--- src/rtl/stbeq_pkg.sv ---
// -----------------------------------------------------------------------------
// stbeq_pkg
// Shared types, constants and fixed-point helpers for the stereo three-band
// biquad equaliser.
// -----------------------------------------------------------------------------
package stbeq_pkg;

  localparam int SAMPLE_BITS = 24;
  localparam int COEF_BITS   = 20;
  localparam int COEF_FRAC   = 17;
  localparam int DELAY_BITS  = 32;
  localparam int DELAY_ALIGN = SAMPLE_BITS - 15;
  localparam int FF_BITS     = 3 * COEF_BITS;
  localparam int FB_BITS     = 2 * COEF_BITS;
  localparam int CFG_DATA_W  = FF_BITS;
  localparam int PROD_W      = COEF_BITS + SAMPLE_BITS;
  localparam int ACC_W       = PROD_W + 3;

  localparam logic [FF_BITS-1:0] FF_RESET = FF_BITS'(1) << COEF_FRAC;
  localparam logic [FB_BITS-1:0] FB_RESET = '0;

  typedef struct packed {
    logic signed [SAMPLE_BITS-1:0] left_in;
    logic signed [SAMPLE_BITS-1:0] right_in;
    logic                          clear_history;
  } stbeq_in_t;

  typedef struct packed {
    logic signed [SAMPLE_BITS-1:0] left_out;
    logic signed [SAMPLE_BITS-1:0] right_out;
  } stbeq_out_t;

  // One state per multiplier slot of a section, plus the final subtract, the delay write-back, idle and hand-over.
  typedef enum logic [3:0] {
    ST_IDLE,
    ST_MB0,
    ST_Y,
    ST_MA1,
    ST_MB2,
    ST_MA2,
    ST_SUB2,
    ST_W2,
    ST_DONE
  } stbeq_step_t;

  typedef struct packed {
    stbeq_step_t step;
    logic        load;
    logic        clr;
    logic        handover;
  } stbeq_ctrl_t;

  // Round half up by COEF_FRAC bits, then saturate to the sample format.
  function automatic logic signed [SAMPLE_BITS-1:0] round_sat_sample(
      input logic signed [ACC_W-1:0] v);
    logic signed [ACC_W-1:0] t;
    logic signed [ACC_W-1:0] hi;
    logic signed [ACC_W-1:0] lo;
    t  = (v + (ACC_W'(1) <<< (COEF_FRAC - 1))) >>> COEF_FRAC;
    hi = (ACC_W'(1) <<< (SAMPLE_BITS - 1)) - ACC_W'(1);
    lo = ~hi;
    if (t > hi) begin
      return hi[SAMPLE_BITS-1:0];
    end else if (t < lo) begin
      return lo[SAMPLE_BITS-1:0];
    end
    return t[SAMPLE_BITS-1:0];
  endfunction

  // Round half up by DELAY_ALIGN bits, then saturate to the delay format.
  function automatic logic signed [DELAY_BITS-1:0] round_sat_delay(
      input logic signed [ACC_W-1:0] v);
    logic signed [ACC_W-1:0] t;
    logic signed [ACC_W-1:0] hi;
    logic signed [ACC_W-1:0] lo;
    t  = (v + (ACC_W'(1) <<< (DELAY_ALIGN - 1))) >>> DELAY_ALIGN;
    hi = (ACC_W'(1) <<< (DELAY_BITS - 1)) - ACC_W'(1);
    lo = ~hi;
    if (t > hi) begin
      return hi[DELAY_BITS-1:0];
    end else if (t < lo) begin
      return lo[DELAY_BITS-1:0];
    end
    return t[DELAY_BITS-1:0];
  endfunction

endpackage

--- src/rtl/stbeq_ctrl.sv ---
// -----------------------------------------------------------------------------
// stbeq_ctrl
// Section sequencer shared by both channel lanes: steps through the five
// multiplier slots and the delay write-back of each band in turn.
// -----------------------------------------------------------------------------
module stbeq_ctrl
  import stbeq_pkg::*;
#(
  parameter int BAND_COUNT = 3,
  parameter int BAND_W     = 2
) (
  input  logic              clk,
  input  logic              rst_n,
  input  logic              in_valid,
  input  logic              clear_history,
  input  logic              merge_ready,
  output logic              in_stall,
  output stbeq_ctrl_t       ctrl,
  output logic [BAND_W-1:0] band
);

  stbeq_step_t       state_r, state_nxt;
  logic [BAND_W-1:0] band_r, band_nxt;
  logic              clr_r, clr_nxt;
  logic              last_band;

  assign last_band = (band_r == BAND_W'(BAND_COUNT - 1));

  always_comb begin
    state_nxt = state_r;
    case (state_r)
      ST_IDLE: begin
        if (in_valid) begin
          state_nxt = ST_MB0;
        end
      end
      ST_MB0:  state_nxt = ST_Y;
      ST_Y:    state_nxt = ST_MA1;
      ST_MA1:  state_nxt = ST_MB2;
      ST_MB2:  state_nxt = ST_MA2;
      ST_MA2:  state_nxt = ST_SUB2;
      ST_SUB2: state_nxt = ST_W2;
      ST_W2: begin
        state_nxt = last_band ? ST_DONE : ST_MB0;
      end
      ST_DONE: begin
        if (merge_ready) begin
          state_nxt = ST_IDLE;
        end
      end
      default: state_nxt = ST_IDLE;
    endcase
  end

  always_comb begin
    band_nxt = band_r;
    clr_nxt  = clr_r;
    if (state_r == ST_IDLE && in_valid) begin
      band_nxt = '0;
      clr_nxt  = clear_history;
    end else if (state_r == ST_W2 && !last_band) begin
      band_nxt = band_r + BAND_W'(1);
    end
  end

  always_comb begin
    in_stall      = (state_r != ST_IDLE);
    ctrl.step     = state_r;
    ctrl.load     = (state_r == ST_IDLE) && in_valid;
    ctrl.clr      = clr_r;
    ctrl.handover = (state_r == ST_DONE) && merge_ready;
    band          = band_r;
  end

  always_ff @(posedge clk) begin
    if (!rst_n) begin
      state_r <= ST_IDLE;
      band_r  <= '0;
      clr_r   <= 1'b0;
    end else begin
      state_r <= state_nxt;
      band_r  <= band_nxt;
      clr_r   <= clr_nxt;
    end
  end

endmodule

--- src/rtl/stbeq_lane.sv ---
// -----------------------------------------------------------------------------
// stbeq_lane
// One channel's datapath: a single multiplier and accumulator shared over
// all sections of the cascade, with that channel's z1/z2 delay registers.
// -----------------------------------------------------------------------------
module stbeq_lane
  import stbeq_pkg::*;
#(
  parameter int BAND_COUNT = 3,
  parameter int BAND_W     = 2
) (
  input  logic                          clk,
  input  logic                          rst_n,
  input  stbeq_ctrl_t                   ctrl,
  input  logic [BAND_W-1:0]             band,
  input  logic signed [SAMPLE_BITS-1:0] sample,
  input  logic signed [COEF_BITS-1:0]   coef,
  output logic signed [SAMPLE_BITS-1:0] y_out
);

  logic signed [SAMPLE_BITS-1:0] x_r, x_nxt;
  logic signed [SAMPLE_BITS-1:0] y_r, y_nxt;
  logic signed [PROD_W-1:0]      prod_r, prod_nxt;
  logic signed [ACC_W-1:0]       acc_r, acc_nxt;
  logic signed [DELAY_BITS-1:0]  z1_r [BAND_COUNT];
  logic signed [DELAY_BITS-1:0]  z2_r [BAND_COUNT];

  logic signed [SAMPLE_BITS-1:0] opnd;
  logic signed [PROD_W-1:0]      mul_res;
  logic signed [ACC_W-1:0]       prod_ext;
  logic signed [DELAY_BITS-1:0]  z1_cur, z2_cur;
  logic signed [ACC_W-1:0]       z1_ext, z2_ext;
  logic signed [DELAY_BITS-1:0]  z_wdata;

  // Feedback slots multiply the section output, the rest the section input.
  assign opnd     = (ctrl.step == ST_MA1 || ctrl.step == ST_MA2) ? y_r : x_r;
  assign mul_res  = coef * opnd;
  assign prod_ext = ACC_W'(prod_r);

  // A clearing transfer reads every band's history as zero until rewritten.
  assign z1_cur   = ctrl.clr ? '0 : z1_r[band];
  assign z2_cur   = ctrl.clr ? '0 : z2_r[band];
  assign z1_ext   = ACC_W'(z1_cur) <<< DELAY_ALIGN;
  assign z2_ext   = ACC_W'(z2_cur) <<< DELAY_ALIGN;
  assign z_wdata  = round_sat_delay(acc_r);

  always_comb begin
    x_nxt    = x_r;
    y_nxt    = y_r;
    prod_nxt = prod_r;
    acc_nxt  = acc_r;
    if (ctrl.load) begin
      x_nxt = sample;
    end
    case (ctrl.step)
      ST_MB0: begin
        prod_nxt = mul_res;
      end
      ST_Y: begin
        y_nxt    = round_sat_sample(prod_ext + z1_ext);
        prod_nxt = mul_res;
      end
      ST_MA1: begin
        acc_nxt  = prod_ext + z2_ext;
        prod_nxt = mul_res;
      end
      ST_MB2: begin
        acc_nxt  = acc_r - prod_ext;
        prod_nxt = mul_res;
      end
      ST_MA2: begin
        acc_nxt  = prod_ext;
        prod_nxt = mul_res;
      end
      ST_SUB2: begin
        acc_nxt = acc_r - prod_ext;
      end
      ST_W2: begin
        // Pass the section output on to the next band.
        x_nxt = y_r;
      end
      default: begin
      end
    endcase
  end

  always_ff @(posedge clk) begin
    x_r    <= x_nxt;
    y_r    <= y_nxt;
    prod_r <= prod_nxt;
    acc_r  <= acc_nxt;
  end

  always_ff @(posedge clk) begin
    if (!rst_n) begin
      for (int b = 0; b < BAND_COUNT; b++) begin
        z1_r[b] <= '0;
        z2_r[b] <= '0;
      end
    end else begin
      if (ctrl.step == ST_MA2) begin
        z1_r[band] <= z_wdata;
      end
      if (ctrl.step == ST_W2) begin
        z2_r[band] <= z_wdata;
      end
    end
  end

  assign y_out = y_r;

endmodule

--- src/rtl/stbeq_merge.sv ---
// -----------------------------------------------------------------------------
// stbeq_merge
// Joins the two lane results into one stereo result and holds it in the
// output register until the downstream side takes the transfer.
// -----------------------------------------------------------------------------
module stbeq_merge
  import stbeq_pkg::*;
(
  input  logic                          clk,
  input  logic                          rst_n,
  input  stbeq_ctrl_t                   ctrl,
  input  logic signed [SAMPLE_BITS-1:0] left_y,
  input  logic signed [SAMPLE_BITS-1:0] right_y,
  input  logic                          out_stall,
  output logic                          out_valid,
  output stbeq_out_t                    out_payload,
  output logic                          ready
);

  logic       valid_r, valid_nxt;
  stbeq_out_t data_r, data_nxt;

  assign ready = !valid_r || !out_stall;

  always_comb begin
    valid_nxt = valid_r;
    data_nxt  = data_r;
    if (valid_r && !out_stall) begin
      valid_nxt = 1'b0;
    end
    if (ctrl.handover) begin
      valid_nxt          = 1'b1;
      data_nxt.left_out  = left_y;
      data_nxt.right_out = right_y;
    end
  end

  always_ff @(posedge clk) begin
    if (!rst_n) begin
      valid_r <= 1'b0;
    end else begin
      valid_r <= valid_nxt;
    end
  end

  always_ff @(posedge clk) begin
    data_r <= data_nxt;
  end

  assign out_valid   = valid_r;
  assign out_payload = data_r;

endmodule

--- src/rtl/stereo_three_band_biquad_eq.sv ---
// -----------------------------------------------------------------------------
// stereo_three_band_biquad_eq
// Stereo equaliser: a cascade of second-order sections per channel in
// transposed direct form II, coefficients from configuration registers.
// -----------------------------------------------------------------------------
// Each accepted stereo pair runs through BAND_COUNT sections on two lanes,
// left and right in parallel. A lane owns one 20x24 multiplier, so a section
// steps through its multiplier slots one after another; a pair occupies the
// block from its accepting edge until its result is handed to the output
// register, and the hand-over waits while that register is full. The result
// sits in an output register, so the next pair is taken while it waits.
// clear_history zeros every delay value before that pair is filtered. Write
// coefficients only while the block is idle; register 2*b is band b's
// b0/b1/b2, 2*b+1 its a1/a2, and writes to higher indices are dropped.
module stereo_three_band_biquad_eq
  import stbeq_pkg::*;
#(
  parameter int BAND_COUNT = 3
) (
  input  logic                 clk,
  input  logic                 rst_n,
  input  logic                 in_valid,
  output logic                 in_stall,
  input  stbeq_in_t            in_payload,
  output logic                 out_valid,
  input  logic                 out_stall,
  output stbeq_out_t           out_payload,
  input  logic                 cfg_we,
  input  logic [((BAND_COUNT > 1) ? $clog2(BAND_COUNT) : 1):0] cfg_index,
  input  logic [CFG_DATA_W-1:0] cfg_data
);

  localparam int BAND_W    = (BAND_COUNT > 1) ? $clog2(BAND_COUNT) : 1;
  localparam int CFG_IDX_W = BAND_W + 1;

  logic [FF_BITS-1:0] ff_r [BAND_COUNT];
  logic [FB_BITS-1:0] fb_r [BAND_COUNT];

  stbeq_ctrl_t                   ctrl;
  logic [BAND_W-1:0]             band;
  logic [BAND_W-1:0]             cfg_band;
  logic                          merge_ready;
  logic [FF_BITS-1:0]            ff_cur;
  logic [FB_BITS-1:0]            fb_cur;
  logic signed [COEF_BITS-1:0]   coef;
  logic signed [SAMPLE_BITS-1:0] left_y, right_y;

  assign cfg_band = cfg_index[CFG_IDX_W-1:1];

  always_ff @(posedge clk) begin
    if (!rst_n) begin
      for (int b = 0; b < BAND_COUNT; b++) begin
        ff_r[b] <= FF_RESET;
        fb_r[b] <= FB_RESET;
      end
    end else if (cfg_we && (cfg_band < BAND_W'(BAND_COUNT - 1) ||
                            cfg_band == BAND_W'(BAND_COUNT - 1))) begin
      if (cfg_index[0]) begin
        fb_r[cfg_band] <= cfg_data[FB_BITS-1:0];
      end else begin
        ff_r[cfg_band] <= cfg_data;
      end
    end
  end

  // Coefficient for the current multiplier slot, shared by both lanes.
  assign ff_cur = ff_r[band];
  assign fb_cur = fb_r[band];

  always_comb begin
    case (ctrl.step)
      ST_MB0:  coef = $signed(ff_cur[COEF_BITS-1:0]);
      ST_Y:    coef = $signed(ff_cur[2*COEF_BITS-1:COEF_BITS]);
      ST_MA1:  coef = $signed(fb_cur[COEF_BITS-1:0]);
      ST_MB2:  coef = $signed(ff_cur[3*COEF_BITS-1:2*COEF_BITS]);
      ST_MA2:  coef = $signed(fb_cur[2*COEF_BITS-1:COEF_BITS]);
      default: coef = '0;
    endcase
  end

  stbeq_ctrl #(
    .BAND_COUNT (BAND_COUNT),
    .BAND_W     (BAND_W)
  ) u_ctrl (
    .clk           (clk),
    .rst_n         (rst_n),
    .in_valid      (in_valid),
    .clear_history (in_payload.clear_history),
    .merge_ready   (merge_ready),
    .in_stall      (in_stall),
    .ctrl          (ctrl),
    .band          (band)
  );

  stbeq_lane #(
    .BAND_COUNT (BAND_COUNT),
    .BAND_W     (BAND_W)
  ) u_lane_left (
    .clk    (clk),
    .rst_n  (rst_n),
    .ctrl   (ctrl),
    .band   (band),
    .sample (in_payload.left_in),
    .coef   (coef),
    .y_out  (left_y)
  );

  stbeq_lane #(
    .BAND_COUNT (BAND_COUNT),
    .BAND_W     (BAND_W)
  ) u_lane_right (
    .clk    (clk),
    .rst_n  (rst_n),
    .ctrl   (ctrl),
    .band   (band),
    .sample (in_payload.right_in),
    .coef   (coef),
    .y_out  (right_y)
  );

  stbeq_merge u_merge (
    .clk         (clk),
    .rst_n       (rst_n),
    .ctrl        (ctrl),
    .left_y      (left_y),
    .right_y     (right_y),
    .out_stall   (out_stall),
    .out_valid   (out_valid),
    .out_payload (out_payload),
    .ready       (merge_ready)
  );

endmodule

--- config.mk ---
export PLATFORM = sky130hd
export DESIGN_NAME = stereo_three_band_biquad_eq
export DESIGN_NICKNAME = d
export VERILOG_FILES = /design/src/rtl/stbeq_pkg.sv /design/src/rtl/stbeq_ctrl.sv /design/src/rtl/stbeq_lane.sv /design/src/rtl/stbeq_merge.sv /design/src/rtl/stereo_three_band_biquad_eq.sv
export SDC_FILE = /design/constraint.sdc
export NUM_CORES = 2
export LEC_CHECK = 0
export ABC_CLOCK_PERIOD_IN_PS = 14800
export CORE_UTILIZATION = 25
export DETAILED_ROUTE_END_ITERATION = 10
export DONT_BUFFER_PORTS = 1
export GPL_ROUTABILITY_DRIVEN = 0
export PLACE_DENSITY_LB_ADDON = 0.3
export SYNTH_ARGS = -nofsm -noshare
export SYNTH_HDL_FRONTEND = slang
export SYNTH_SLANG_ARGS = --single-unit
--- constraint.sdc ---
create_clock -name clk -period 14.8 [get_ports clk]
set_clock_uncertainty 0.2 [all_clocks]
set_input_delay 1.48 -clock clk [delete_from_list [all_inputs] [get_ports clk]]
set_output_delay 1.48 -clock clk [all_outputs]
set_load 0.01 [all_outputs]
Word-level counts from Yosys, hierarchy flattened
Memories as Yosys holds them, arrays and structs flattened. A register that Yosys moved wholly into a read port is not among the register bits.
Cells that the tools add are included.
- bits of input ports: 117
- output and inout bits: 50
- memories kept: 6
- logic and storage cells: 167
- register bits after elaboration: 334
- memory bits (writable): 684
- reductions and logical operators: 26
- $mul: 2
- order comparisons: 9
- $add $sub $neg: 11
- bitwise gates (word level): 1
- multiplexer cells: 86
- eq/ne operators: 12
- memory list (memory ; depth ; width ; rd ports ; clocked after memory_dff ; write ports ; RTL line ; RTL):
    ff_r ; 3 ; 60 ; 1 ; 1 ; 3 ; stereo_three_band_biquad_eq.sv:36 ; logic [FF_BITS-1:0] ff_r [BAND_COUNT];
    fb_r ; 3 ; 40 ; 1 ; 1 ; 3 ; stereo_three_band_biquad_eq.sv:37 ; logic [FB_BITS-1:0] fb_r [BAND_COUNT];
    u_lane_left.z1_r ; 3 ; 32 ; 1 ; 1 ; 3 ; stbeq_lane.sv:25 ; logic signed [DELAY_BITS-1:0] z1_r [BAND_COUNT];
    u_lane_left.z2_r ; 3 ; 32 ; 1 ; 1 ; 3 ; stbeq_lane.sv:26 ; logic signed [DELAY_BITS-1:0] z2_r [BAND_COUNT];
    u_lane_right.z1_r ; 3 ; 32 ; 1 ; 1 ; 3 ; stbeq_lane.sv:25 ;
    u_lane_right.z2_r ; 3 ; 32 ; 1 ; 1 ; 3 ; stbeq_lane.sv:26 ;
- operator list (cell ; number):
    $mux 32 ; 14
    $mux 24 ; 12
    $pmux 47 s3 ; 2
    $add 44x41->45 ; 4
    $reduce_or 32->1 ; 4
    $pmux 20 s5 ; 1
    $add 47x10->47 const B ; 2
    $sub 47x44->47 ; 2
    $add 45x18->46 const B ; 2
    $mul 20x24->44 ; 2
    $gt 38x32->1 const B ; 2
    $lt 38x32->1 const B ; 2
    $gt 30x24->1 const B ; 2
    $lt 30x24->1 const B ; 2
    $mux 60 ; 1
    $reduce_or 60->1 ; 1
    $mux 40 ; 1
    $reduce_or 40->1 ; 1
    $mux 2 ; 18
    $pmux 4 s9 ; 1
    $mux 1 ; 33
    $eq 4x3->1 const B ; 4
    $mux 4 ; 3
    $eq 4x2->1 const B ; 2
    18 further kinds ; 29

Longest topological paths before layout
- depth after elaboration: 8
- mapped depth: 38
- mapped depth without buffers: 32

Modules after synthesis
Synthesis repeated with hierarchy kept, for this count alone.
- cells, all modules: 9200
- area, all modules: 101478.6 µm²
- by module, submodules not included (module ; times used ; seq. area each (µm²) ; cells each ; area each (µm²)):
    stbeq_lane at u_lane_right ; 1 ; 11861.4 ; 4032 ; 41309.6
    stbeq_lane at u_lane_left ; 1 ; 11861.4 ; 4113 ; 41285.8
    stereo_three_band_biquad_eq ; 1 ; 12011.5 ; 964 ; 17066.4
    stbeq_merge ; 1 ; 1461.4 ; 52 ; 1476.4
    stbeq_ctrl ; 1 ; 140.1 ; 39 ; 340.3

Worst setup path after synthesis
Ideal clock, no wire load.
- path type: register to register
- from: register with a tool-made name
- to: register u_lane_right.prod_r[37], data pin
- buffers on the path: 5
- clock period less this slack: 10.330 ns
- data arrival time: 9.871 ns
- setup slack: 4.470 ns
- stages on the path, launching flop included: 33
- data required time: 14.341 ns
- setup time: 0.259 ns
- cells stage by stage: dfxtp_1 buf_6 buf_2 buf_1 buf_2 mux4_2 a22o_1 a21oi_1 clkbuf_1 nor2_1 fa_1 inv_1 fa_1 fa_1 fa_1 inv_1 fa_1 fa_1 inv_1 fa_1 inv_1 ha_1 a21o_1 a21o_1 a2111o_1 a31o_2 a221oi_1 a21oi_1 o211ai_1 o211ai_1 a31o_2 a21oi_1 xnor2_1
- RTL lines (element ; RTL line ; RTL):
    end signal, assigned ; stbeq_lane.sv:90 ; prod_r <= prod_nxt;
    end, declared ; stbeq_lane.sv:23 ; logic signed [PROD_W-1:0] prod_r, prod_nxt;

==> flow_summary.yaml <==
cells_and_area:
  fin_nets: 10800
  fillers: 41800
  area_growth_pct: 11.7
  final_cell_mix: "inv_1, edfxtp_1, fa_1"
  drive_above_1_share: 0.0839
  mostFrequentLayoutCell: "inv_1"
timing:
  fmax_mhz: 89.5
  finalCriticalPeriod_ns: 11.17
  tightest_slew_ns: 1.31
  hold_violations: 0
  finalCritPeriodShare: 0.755
  setup-violations-final: 0
  fin_tns_setup_ns: 0
  maxSlewViolCount: 0
  rsz0062_at_grt: "no"
  relSlewSlack: 0.125
clock_tree:
  cts_resized: 0
  clk_pin_slew_worst_paths_ns: 0.06
  cts_sinks: 1248
  cts_made_buffers: 149
  cts_root_buffer: "clkbuf_16"
  postCtsSetupBuffers: 0
  clockBufferDepth: 4
  cts_max_level: 4
  tritoncts: "yes"
  clk_latency_ns: 0.87
  cts_hold_buffers: 0
grt:
  antenna_found_initial: 29
  grt_max_degree: 97
  track_usage: 0.162
  grt_pass1_vias: 71200
  grt_pass1_wl_um: 490000
  grt.overflow.total: 0
setup_path:
  cp_slowest_cell: "dfxtp_4"
  critPathMaxStageDelay_ns: 0.66
  crit_type: "flip-flop to flip-flop"
  arrival_ns: 11.50
  cp_num_buf_inv: 6
  crit_fanout: 74
  cp-end-kind: "flip-flop"
  required_ns: 15.13
  path_common_cell: "fa_1"
  critPathTopFamily: "adder cells"
  start_kind: "flip-flop"
outcome:
  outcome: "finished, final reports clean"
floorplanning:
  start_util: 0.252
  fp.dieW_um: 637
  die_area_um2: 405000
  core_um2: 400000
  row_count: 232
  die_h_um: 637
  io_pins: 167
synthesis:
  synthDistinctLibCells: 91
  yosys_warnings: 0
  synth_area_leader_cell: "edfxtp_1"
  async_reset_ff_frac: 0
  yosysTopAreaCellShare: 0.369
  synth_ff_type: "edfxtp_1"
  synth_edf_count: 1238
  synth.avg_cell_area_um2: 11.0
  syn_inst: 9161
  synth_area_leaders: "edfxtp_1, fa_1, ha_1"
  seq_area_frac_synth: 0.371
  synth-seq-cells: 1248
  synth_area_um2: 101000
routing:
  num_vias: 68600
  drt-total-wl_um: 332000
  wl_per_cell_um: 22.8
  dr.pass1.iters: 7
  antenna_left: 0
  via_per_inst: 4.72
  drt_iter0_markers: 5548
  drc: 0
min_path:
  hold_path_class: "flip-flop to flip-flop"
  hold_start: "u_lane_right.y_out[3]"
placed_design:
  portBuffers: 0
  dp_hpwl_um: 240000
job:
  max_cap_viol_count: 0
-- worst register-to-register path, delay by kind of cell, from the launching register on --
kind | cells | cell delay, ns
flip-flops | 1 | 0.66
AND/OR/NAND/NOR | 1 | 0.25
buffers and inverters | 6 | 1.33
XOR/XNOR | 1 | 0.09
AO/OA/AOI/OAI | 12 | 3.38
adder cells (fa/ha/maj) | 8 | 3.99
multiplexers | 2 | 0.98
-- cell usage after synthesis, types with 14 or more instances --
| library cell | count |
|---|---|
| a22oi_1 | 32 |
| nand2_1 | 784 |
| o221ai_1 | 17 |
| nand2b_1 | 123 |
| clkbuf_1 | 355 |
| o21bai_1 | 42 |
| a222oi_1 | 18 |
| mux4_2 | 222 |
| or3_1 | 20 |
| o22ai_1 | 19 |
| nor2b_1 | 169 |
| inv_1 | 1382 |
| o211ai_1 | 14 |
| and2_1 | 329 |
| o31ai_1 | 26 |
| and4_1 | 16 |
| a31oi_1 | 31 |
| xor2_1 | 131 |
| nand3_1 | 88 |
| a211oi_1 | 27 |
| o21a_1 | 70 |
| buf_1 | 41 |
| nand4_1 | 52 |
| mux2i_1 | 61 |
| or2_2 | 24 |
| a21o_1 | 217 |
| edfxtp_1 | 1238 |
| and3_1 | 32 |
| ha_1 | 534 |
| xnor2_1 | 212 |
| o21ai_0 | 380 |
| nor2_1 | 779 |
| a22o_1 | 28 |
| fa_1 | 988 |
| a21oi_1 | 332 |
| nor3_1 | 44 |
| a211o_1 | 19 |
| mux2_2 | 67 |
-- cells by family after synthesis --
kind of cell	count (synthesis)	synth area share
AOI/OAI and AO/OA	1395	0.0887
buffers and inverters	1792	0.0671
other	1	0.0000372
and+or+nand+nor	2508	0.117
adders and majority gates	1522	0.263
DFF	1248	0.371
muxes	352	0.0637
xor gates and xnor gates	343	0.0298
-- final timing paths --
| check | to | slack [ns] | cells past startpoint |
|---|---|---|---|
| worst min-delay path | u_merge.out_payload[3] | 0.31 | 0 |
| worst min register to register | u_merge.out_payload[3] | 0.31 | 0 |
| worst max-delay path | u_lane_right.prod_r[37] | 3.63 | 30 |
| worst max register to register | u_lane_right.prod_r[37] | 3.63 | 30 |
-- sequential cells by signal, summed over array words and instances (netlist names), 44 cells and up, named ones only --
name and cells:
ff_r 240, u_lane_right.prod_r 44, u_lane_right.z1_r 128, u_lane_right.z2_r 128, u_lane_left.prod_r 44, fb_r 160, u_lane_left.z1_r 128, u_merge.out_payload 48
u_lane_left.z2_r 128, u_lane_right.acc_r 47, u_lane_left.acc_r 47
-- per-layer routing --
layer | GRT usage | wire (µm) | vias to the layer above
met4 | 0.0434 | 10000 | 8
met1 | 0.213 | 142000 | 35500
met2 | 0.270 | 158000 | 1924
li1 | - | - | 30800
met3 | 0.0318 | 21600 | 428
met5 | 0 | 54 | -
-- final cells by class --
cell class | count | area [µm²] | area share
clock inverter | 67 | 647 | 0.00575
sequential | 1248 | 37400 | 0.332
clock buffer | 186 | 3910 | 0.0348
tap | 5265 | 6590 | 0.0586
antenna | 5 | 12.5 | 0.000111
multi-input combinational | 6220 | 57500 | 0.512
timing repair buffer | 152 | 1180 | 0.0105
inverter | 1383 | 5190 | 0.0462
-- stage by stage --
| step | cells | hold slack (ns) | setup WS (ns) | area (µm²) | util |
|---|---|---|---|---|---|
| after floorplan | 9260 | 0.267 | 4.47 | 101000 | - |
| after global placement | 14300 | 0.303 | 3.61 | 108000 | 0.270 |
| after detailed placement | 14300 | 0.302 | 3.63 | 108000 | 0.270 |
| after CTS | 14500 | 0.297 | 3.52 | 112000 | 0.281 |
| after global routing | 14500 | 0.327 | 2.96 | 112000 | 0.281 |
| final | 14500 | 0.312 | 3.63 | 112000 | 0.281 |
Power is not shown: default switching activity piles up to over one toggle a cycle in this logic, so the estimate is an artifact.
